**config.mk**
```make
export PLATFORM = sky130hd
export DESIGN_NAME = sha1_block_hash_top
export DESIGN_NICKNAME = d
export VERILOG_FILES = /design/src/rtl/sha1bh_pkg.sv /design/src/rtl/sha1bh_front.sv /design/src/rtl/sha1bh_queue.sv /design/src/rtl/sha1bh_back.sv /design/src/rtl/sha1_block_hash_top.sv
export SDC_FILE = /design/constraint.sdc
export NUM_CORES = 2
export LEC_CHECK = 0
export ABC_AREA = 1
export BUFFER_PORTS_ARGS = -buffer_cell sky130_fd_sc_hd__buf_2
export CAP_MARGIN = 20
export CORE_MARGIN = 2
export CORE_UTILIZATION = 40
export DETAILED_ROUTE_END_ITERATION = 6
export HOLD_SLACK_MARGIN = 0.03
export PLACE_DENSITY = 0.52
export SYNTH_ARGS = -nofsm -noshare
export SYNTH_HDL_FRONTEND = slang
export SYNTH_SLANG_ARGS = --single-unit
```
**constraint.sdc**
```tcl
create_clock -name clock -period 42.2 [get_ports clock]
set_input_delay 2.11 -clock clock [delete_from_list [all_inputs] [get_ports clock]]
set_output_delay 2.11 -clock clock [all_outputs]
set_load 0.005 [all_outputs]
```
**src/rtl/sha1bh_pkg.sv**
```systemverilog
`timescale 1ns / 1ps

package sha1bh_pkg;

   localparam int WordWidth   = 32;
   localparam int BlockWords  = 16;
   localparam int DigestWords = 5;
   localparam int Rounds      = 80;
   localparam int PhaseRounds = 20;
   localparam int QueueDepth  = 2;

   typedef logic [WordWidth-1:0] word_type;

   typedef struct packed {
      word_type message_word;
      logic     first_block;
      logic     final_block;
   } req_type;

   typedef struct packed {
      word_type digest_word;
      logic     last_word;
   } rsp_type;

   typedef struct packed {
      word_type [BlockWords-1:0] words;
      logic                      first_block;
      logic                      final_block;
   } block_type;

   localparam word_type [DigestWords-1:0] InitValue = {
      32'hc3d2e1f0, 32'h10325476, 32'h98badcfe, 32'hefcdab89, 32'h67452301
   };

   localparam word_type [3:0] RoundConst = {
      32'hca62c1d6, 32'h8f1bbcdc, 32'h6ed9eba1, 32'h5a827999
   };

   localparam logic [1:0] PhaseChoose     = 2'd0;
   localparam logic [1:0] PhaseParity     = 2'd1;
   localparam logic [1:0] PhaseMajor      = 2'd2;
   localparam logic [1:0] PhaseParityLate = 2'd3;

   function automatic word_type round_func(input logic [1:0] phase, input word_type b,
                                           input word_type c, input word_type d);
      word_type f;
      case (phase)
         PhaseChoose: f = (b & c) | (~b & d);
         PhaseMajor:  f = (b & c) | (b & d) | (c & d);
         PhaseParity: f = b ^ c ^ d;
         default:     f = b ^ c ^ d;
      endcase
      return f;
   endfunction

endpackage

```
**src/rtl/sha1bh_front.sv**
```systemverilog
`timescale 1ns / 1ps

module sha1bh_front (
   input  logic                  clock,
   input  logic                  reset,
   input  logic                  req_push,
   output logic                  req_full,
   input  sha1bh_pkg::req_type   req_data,
   output logic                  blk_valid,
   output sha1bh_pkg::block_type blk_data,
   input  logic                  blk_ready
);
   import sha1bh_pkg::*;

   localparam int CountWidth = $clog2(BlockWords);

   logic [CountWidth-1:0] count_ff, count_in;
   word_type [BlockWords-2:0] words_ff, words_in;
   logic last_beat;
   logic accept;

   assign last_beat = (count_ff == CountWidth'(BlockWords - 1));
   assign req_full  = last_beat && !blk_ready;
   assign accept    = req_push && !req_full;
   assign blk_valid = req_push && last_beat;

   assign blk_data.words       = {req_data.message_word, words_ff};
   assign blk_data.first_block = req_data.first_block;
   assign blk_data.final_block = req_data.final_block;

   always_comb begin
      count_in = count_ff;
      words_in = words_ff;
      if (accept) begin
         count_in = count_ff + CountWidth'(1);
         for (int k = 0; k < BlockWords - 2; k++) begin
            words_in[k] = words_ff[k+1];
         end
         words_in[BlockWords-2] = req_data.message_word;
      end
   end

   always_ff @(posedge clock) begin
      if (reset) begin
         count_ff <= '0;
      end else begin
         count_ff <= count_in;
      end
   end

   always_ff @(posedge clock) begin
      words_ff <= words_in;
   end

endmodule

```
**src/rtl/sha1bh_queue.sv**
```systemverilog
`timescale 1ns / 1ps

module sha1bh_queue #(
   parameter int Depth = sha1bh_pkg::QueueDepth
) (
   input  logic                  clock,
   input  logic                  reset,
   input  logic                  wr_valid,
   input  sha1bh_pkg::block_type wr_block,
   output logic                  wr_ready,
   output logic                  rd_valid,
   output sha1bh_pkg::block_type rd_block,
   input  logic                  rd_take
);
   import sha1bh_pkg::*;

   localparam int PtrWidth = (Depth > 1) ? $clog2(Depth) : 1;
   localparam int CntWidth = $clog2(Depth + 1);

   block_type             slot_ff [Depth];
   logic [PtrWidth-1:0]   wr_ptr_ff, wr_ptr_in;
   logic [PtrWidth-1:0]   rd_ptr_ff, rd_ptr_in;
   logic [CntWidth-1:0]   count_ff, count_in;
   logic                  do_wr;
   logic                  do_rd;

   assign wr_ready = (count_ff != CntWidth'(Depth));
   assign rd_valid = (count_ff != '0);
   assign rd_block = slot_ff[rd_ptr_ff];
   assign do_wr    = wr_valid && wr_ready;
   assign do_rd    = rd_take && rd_valid;

   always_comb begin
      wr_ptr_in = wr_ptr_ff;
      rd_ptr_in = rd_ptr_ff;
      if (do_wr) begin
         wr_ptr_in = (wr_ptr_ff == PtrWidth'(Depth - 1)) ? '0 : wr_ptr_ff + PtrWidth'(1);
      end
      if (do_rd) begin
         rd_ptr_in = (rd_ptr_ff == PtrWidth'(Depth - 1)) ? '0 : rd_ptr_ff + PtrWidth'(1);
      end
      count_in = count_ff + CntWidth'(do_wr) - CntWidth'(do_rd);
   end

   always_ff @(posedge clock) begin
      if (reset) begin
         wr_ptr_ff <= '0;
         rd_ptr_ff <= '0;
         count_ff  <= '0;
      end else begin
         wr_ptr_ff <= wr_ptr_in;
         rd_ptr_ff <= rd_ptr_in;
         count_ff  <= count_in;
      end
   end

   always_ff @(posedge clock) begin
      if (do_wr) begin
         slot_ff[wr_ptr_ff] <= wr_block;
      end
   end

endmodule

```
**src/rtl/sha1bh_back.sv**
```systemverilog
`timescale 1ns / 1ps

module sha1bh_back (
   input  logic                  clock,
   input  logic                  reset,
   input  logic                  blk_valid,
   input  sha1bh_pkg::block_type blk_data,
   output logic                  blk_take,
   output logic                  rsp_empty,
   input  logic                  rsp_pop,
   output sha1bh_pkg::rsp_type   rsp_data
);
   import sha1bh_pkg::*;

   localparam int RoundWidth = $clog2(Rounds);
   localparam int IdxWidth   = $clog2(DigestWords);

   logic                     busy_ff, busy_in;
   logic [RoundWidth-1:0]    round_ff, round_in;
   logic                     final_ff, final_in;
   word_type [BlockWords-1:0] sched_ff, sched_in;
   word_type [DigestWords-1:0] work_ff, work_in;
   word_type [DigestWords-1:0] chain_ff, chain_in;
   word_type [DigestWords-1:0] dig_ff, dig_in;
   logic                     out_busy_ff, out_busy_in;
   logic [IdxWidth-1:0]      out_idx_ff, out_idx_in;

   logic [1:0]               phase;
   word_type                 next_w;
   word_type                 mix;
   word_type                 temp;
   word_type [DigestWords-1:0] work_next;
   word_type [DigestWords-1:0] chain_start;
   logic                     last_round;
   logic                     last_out;
   logic                     do_pop;

   assign blk_take  = blk_valid && !busy_ff && !out_busy_ff;
   assign rsp_empty = !out_busy_ff;
   assign last_out  = (out_idx_ff == IdxWidth'(DigestWords - 1));
   assign do_pop    = rsp_pop && out_busy_ff;
   assign rsp_data.digest_word = dig_ff[0];
   assign rsp_data.last_word   = last_out;
   assign last_round = busy_ff && (round_ff == RoundWidth'(Rounds - 1));

   always_comb begin
      if (round_ff < RoundWidth'(PhaseRounds)) begin
         phase = PhaseChoose;
      end else if (round_ff < RoundWidth'(2 * PhaseRounds)) begin
         phase = PhaseParity;
      end else if (round_ff < RoundWidth'(3 * PhaseRounds)) begin
         phase = PhaseMajor;
      end else begin
         phase = PhaseParityLate;
      end
   end

   // The window holds W[t] .. W[t+15]; the word shifted in is W[t+16].
   assign mix    = sched_ff[13] ^ sched_ff[8] ^ sched_ff[2] ^ sched_ff[0];
   assign next_w = {mix[WordWidth-2:0], mix[WordWidth-1]};

   assign temp = {work_ff[0][WordWidth-6:0], work_ff[0][WordWidth-1:WordWidth-5]}
               + round_func(phase, work_ff[1], work_ff[2], work_ff[3])
               + work_ff[4] + sched_ff[0] + RoundConst[phase];

   always_comb begin
      work_next[0] = temp;
      work_next[1] = work_ff[0];
      work_next[2] = {work_ff[1][1:0], work_ff[1][WordWidth-1:2]};
      work_next[3] = work_ff[2];
      work_next[4] = work_ff[3];
   end

   assign chain_start = blk_data.first_block ? InitValue : chain_ff;

   always_comb begin
      busy_in     = busy_ff;
      round_in    = round_ff;
      final_in    = final_ff;
      sched_in    = sched_ff;
      work_in     = work_ff;
      chain_in    = chain_ff;
      dig_in      = dig_ff;
      out_busy_in = out_busy_ff;
      out_idx_in  = out_idx_ff;

      if (blk_take) begin
         busy_in  = 1'b1;
         round_in = '0;
         final_in = blk_data.final_block;
         sched_in = blk_data.words;
         work_in  = chain_start;
         chain_in = chain_start;
      end else if (busy_ff) begin
         work_in  = work_next;
         round_in = round_ff + RoundWidth'(1);
         for (int k = 0; k < BlockWords - 1; k++) begin
            sched_in[k] = sched_ff[k+1];
         end
         sched_in[BlockWords-1] = next_w;
         if (last_round) begin
            busy_in = 1'b0;
            for (int k = 0; k < DigestWords; k++) begin
               chain_in[k] = chain_ff[k] + work_next[k];
            end
            if (final_ff) begin
               dig_in      = chain_in;
               out_busy_in = 1'b1;
               out_idx_in  = '0;
            end
         end
      end

      if (do_pop) begin
         for (int k = 0; k < DigestWords - 1; k++) begin
            dig_in[k] = dig_ff[k+1];
         end
         dig_in[DigestWords-1] = dig_ff[DigestWords-1];
         out_idx_in = out_idx_ff + IdxWidth'(1);
         if (last_out) begin
            out_busy_in = 1'b0;
            out_idx_in  = '0;
         end
      end
   end

   always_ff @(posedge clock) begin
      if (reset) begin
         busy_ff     <= 1'b0;
         round_ff    <= '0;
         out_busy_ff <= 1'b0;
         out_idx_ff  <= '0;
         chain_ff    <= InitValue;
      end else begin
         busy_ff     <= busy_in;
         round_ff    <= round_in;
         out_busy_ff <= out_busy_in;
         out_idx_ff  <= out_idx_in;
         chain_ff    <= chain_in;
      end
   end

   always_ff @(posedge clock) begin
      final_ff <= final_in;
      sched_ff <= sched_in;
      work_ff  <= work_in;
      dig_ff   <= dig_in;
   end

endmodule

```
**src/rtl/sha1_block_hash_top.sv**
```systemverilog
`timescale 1ns / 1ps
// Message words are taken at one per cycle while req_full is low; a completed block
// waits in a small block queue. Each block occupies the single round engine for one
// load step and 80 rounds; a new block is taken only when the engine is idle and no
// digest is waiting to be popped. The digest is offered after the final block's last round.
// Synchronous active-high reset drops any partial block and restores the initial chain value.
module sha1_block_hash_top #(
   parameter int QueueDepth = sha1bh_pkg::QueueDepth
) (
   input  logic                clock,
   input  logic                reset,
   input  logic                req_push,
   output logic                req_full,
   input  sha1bh_pkg::req_type req_data,
   output logic                rsp_empty,
   input  logic                rsp_pop,
   output sha1bh_pkg::rsp_type rsp_data
);
   import sha1bh_pkg::*;

   logic      front_valid;
   block_type front_block;
   logic      queue_ready;
   logic      queue_valid;
   block_type queue_block;
   logic      back_take;

   sha1bh_front u_front (
      .clock     (clock),
      .reset     (reset),
      .req_push  (req_push),
      .req_full  (req_full),
      .req_data  (req_data),
      .blk_valid (front_valid),
      .blk_data  (front_block),
      .blk_ready (queue_ready)
   );

   sha1bh_queue #(
      .Depth (QueueDepth)
   ) u_queue (
      .clock    (clock),
      .reset    (reset),
      .wr_valid (front_valid),
      .wr_block (front_block),
      .wr_ready (queue_ready),
      .rd_valid (queue_valid),
      .rd_block (queue_block),
      .rd_take  (back_take)
   );

   sha1bh_back u_back (
      .clock     (clock),
      .reset     (reset),
      .blk_valid (queue_valid),
      .blk_data  (queue_block),
      .blk_take  (back_take),
      .rsp_empty (rsp_empty),
      .rsp_pop   (rsp_pop),
      .rsp_data  (rsp_data)
   );

endmodule

```
==> impl_metrics.py <==
metrics = {
    "finish": {
        "final_cell_mix": "edfxtp_1 (2341), nand2_1 (2244), nor2_1 (734)",
        "drive_gt1_frac": 0.0671,
        "area_growth_pct": 11.9,
        "fin_cells": 12800,
        "layout_commonest_cell": "edfxtp_1",
        "nets": 9372,
        "fillers": 24200,
    },
    "clocking": {
        "postCtsSetupBuffers": 0,
        "cts_resized": 0,
        "cts_tree": "yes",
        "clk_latency_ps": 880,
        "cts-buffers-inserted": 278,
        "clockBufferDepth": 4,
        "cts.sinks": 2522,
        "cts_hold_buf": 0,
        "root_buffer": "clkbuf_16",
        "htree_levels": 5,
        "clk_pin_slew_ps": 60,
    },
    "grt": {
        "antenna_found_initial": 25,
        "grt_pass1_vias": 65500,
        "grt_max_degree": 174,
        "grt_pass1_wl_um": 448000,
        "globalRouteOverflowTotal": 0,
        "grt_usage": 0.221,
    },
    "floorplanning": {
        "die_x_um": 521,
        "die-height_um": 521,
        "rows": 189,
        "dieArea_mm2": 0.272,
        "start_util": 0.403,
        "fp.coreArea_mm2": 0.266,
        "ioPinCount": 73,
    },
    "detailed_routing": {
        "ant_nets": 0,
        "avgViaCountPerCell": 5.32,
        "drtIter0Drc": 5679,
        "detailedRoute.firstPassIterationCount": 7,
        "drcViolationCount": 0,
        "wire_per_inst_um": 24.1,
        "wirelength_um": 307000,
        "vias": 67900,
    },
    "logic_synthesis": {
        "synth-xor-area-share": 0.0143,
        "yosys_warnings": 0,
        "yosysUniqueCellTypes": 51,
        "synth_mux_area_frac": 0,
        "syn_nets": 9325,
        "ys_ff_latch": 2522,
        "synth_compound_gate_area_share": 0.0799,
        "ys.flop_type": "edfxtp_1",
        "synthAdderAreaFrac": 0.0469,
        "synth_top_family_by_area": "simple AND/OR/NAND/NOR gates",
        "avgSynthCellArea_um2": 11.9,
        "syn_area_mm2": 0.107,
        "yosysSeqAreaShare": 0.691,
        "synth-edff-count": 2341,
        "synthSimpleGateAreaFrac": 0.130,
        "synth_cells": 8961,
        "ys_async_sr_fraction": 0,
    },
    "placed_design": {
        "hpwl_um": 199000,
        "dp.cells": 12300,
        "gp_congestion": 0.923,
        "portBuffers": 72,
        "dp_slack_ps": 34100,
    },
    "timing": {
        "finalClockSkew_ps": 54.3,
        "hold_violations": 0,
        "fin_crit_ps": 8260,
        "min_period_over_period": 0.196,
        "fin_ws_ps": 33940,
        "rsz0062_at_grt": "false",
        "report.final.slew_viol_count": 0,
        "setup_violations": 0,
        "tightest_slew_ps": 1230,
        "hold_slack_ps": 431,
        "fmax_mhz": 121,
        "relSlewSlack": 0.177,
        "tns_ps": 0,
    },
    "critical_path": {
        "worstSetupPathType": "reg2reg",
        "end_kind": "flop",
        "crit_fanout": 38,
        "arrival_ps": 8830,
        "start_kind": "flop",
        "crit_slowest_cell": "nand3_2",
        "slowest_delay_ps": 670,
        "cp_data_required_time_ps": 42770,
        "crit_path_frequent_cell": "nand2_1",
    },
    "hold_path": {
        "hold_class": "reg2reg",
    },
    "flow_run": {
        "drv_cap": 0,
    },
    "run_status": {
        "status": "complete, no violations",
    },
}
[synthesized netlist by cell type, types with 89 or more instances]
| master | n | area, um2 |
|---|---|---|
| edfxtp_1 | 2341 | 70300 |
| nand2_1 | 2248 | 8440 |
| nor2_1 | 738 | 2770 |
| inv_1 | 582 | 2180 |
| a31oi_1 | 563 | 3520 |
| o21ai_0 | 362 | 1810 |
| a21oi_1 | 330 | 1650 |
| nand3_1 | 284 | 1420 |
| clkbuf_1 | 243 | 912 |
| ha_1 | 201 | 2510 |
| dfxtp_1 | 181 | 3620 |
| fa_1 | 125 | 2500 |
| buf_2 | 113 | 566 |
| xnor2_1 | 89 | 780 |
[per-stage QoR]
stage | area [um2] | util
floorplan | 107000 | -
detailed placement | 111000 | 0.417
finish | 120000 | 0.451
CTS | 120000 | 0.451
global placement | 111000 | 0.417
global route | 120000 | 0.451
[final cells by class]
cell class	instances	area [um2]	share of cell area
inverters	600	2270	0.0190
diodes	4	10.0	0.0000836
clock inverters	144	1420	0.0118
well taps	3533	4420	0.0369
repair buffers	163	1130	0.00941
flip-flops and latches	2522	73900	0.618
multi-input cells	5443	29100	0.243
clock buffers	354	7410	0.0619
[flip-flops by register name, summed over array words and instances, names as in the netlist, 3 cells and up, named ones only]
name / cells
u_back.work_ff: 160
u_front.count_ff: 4
u_front.blk_data: 480
u_back.rsp_data: 32
u_back.dig_ff: 128
u_back.sched_ff: 512
u_back.chain_ff: 160
u_back.round_ff: 7
u_queue.slot_ff: 1028
u_back.out_idx_ff: 3
[critical path, delay by kind of cell (launching register included)]
family	cells	cell delay [ps]
flops	1	420
simple gates	15	3070
compound gates	8	1670
fa+ha+maj	5	2140
buf+inv	5	650
[kinds of logic (layout without fill, tap and decap cells)]
kind of cell	count (synthesis)	after routing
buffers and inverters	996	1261
AOI/OAI and AO/OA	1463	1463
adders and majority gates	326	326
xor gates and xnor gates	175	175
and+or+nand+nor	3479	3479
DFF	2522	2522
other	0	4
[worst paths after layout]
| check | cells past startpoint | end | slack, ps | from |
|---|---|---|---|---|
| max reg2reg | 33 | u_back.rsp_data[30] | 33940 | u_back.round_ff[5] |
| min reg2reg | 0 | u_queue.slot_ff[0][33] | 430 | u_front.blk_data[33] |
| min | 0 | u_queue.slot_ff[0][33] | 430 | u_front.blk_data[33] |
| max | 33 | u_back.rsp_data[30] | 33940 | u_back.round_ff[5] |
[layer usage]
metal,share of wire,track usage,routed length [um],vias to the layer above
met3,0.053,0.0316,16100,447
met4,0.028,0.0599,8740,2
met5,0.000042,0,13,-
met2,0.46,0.352,142000,1819
met1,0.46,0.317,141000,33900
li1,-,-,-,31700
Power is not shown: default switching activity piles up to over one toggle a cycle in this logic, so the estimate is an artifact.
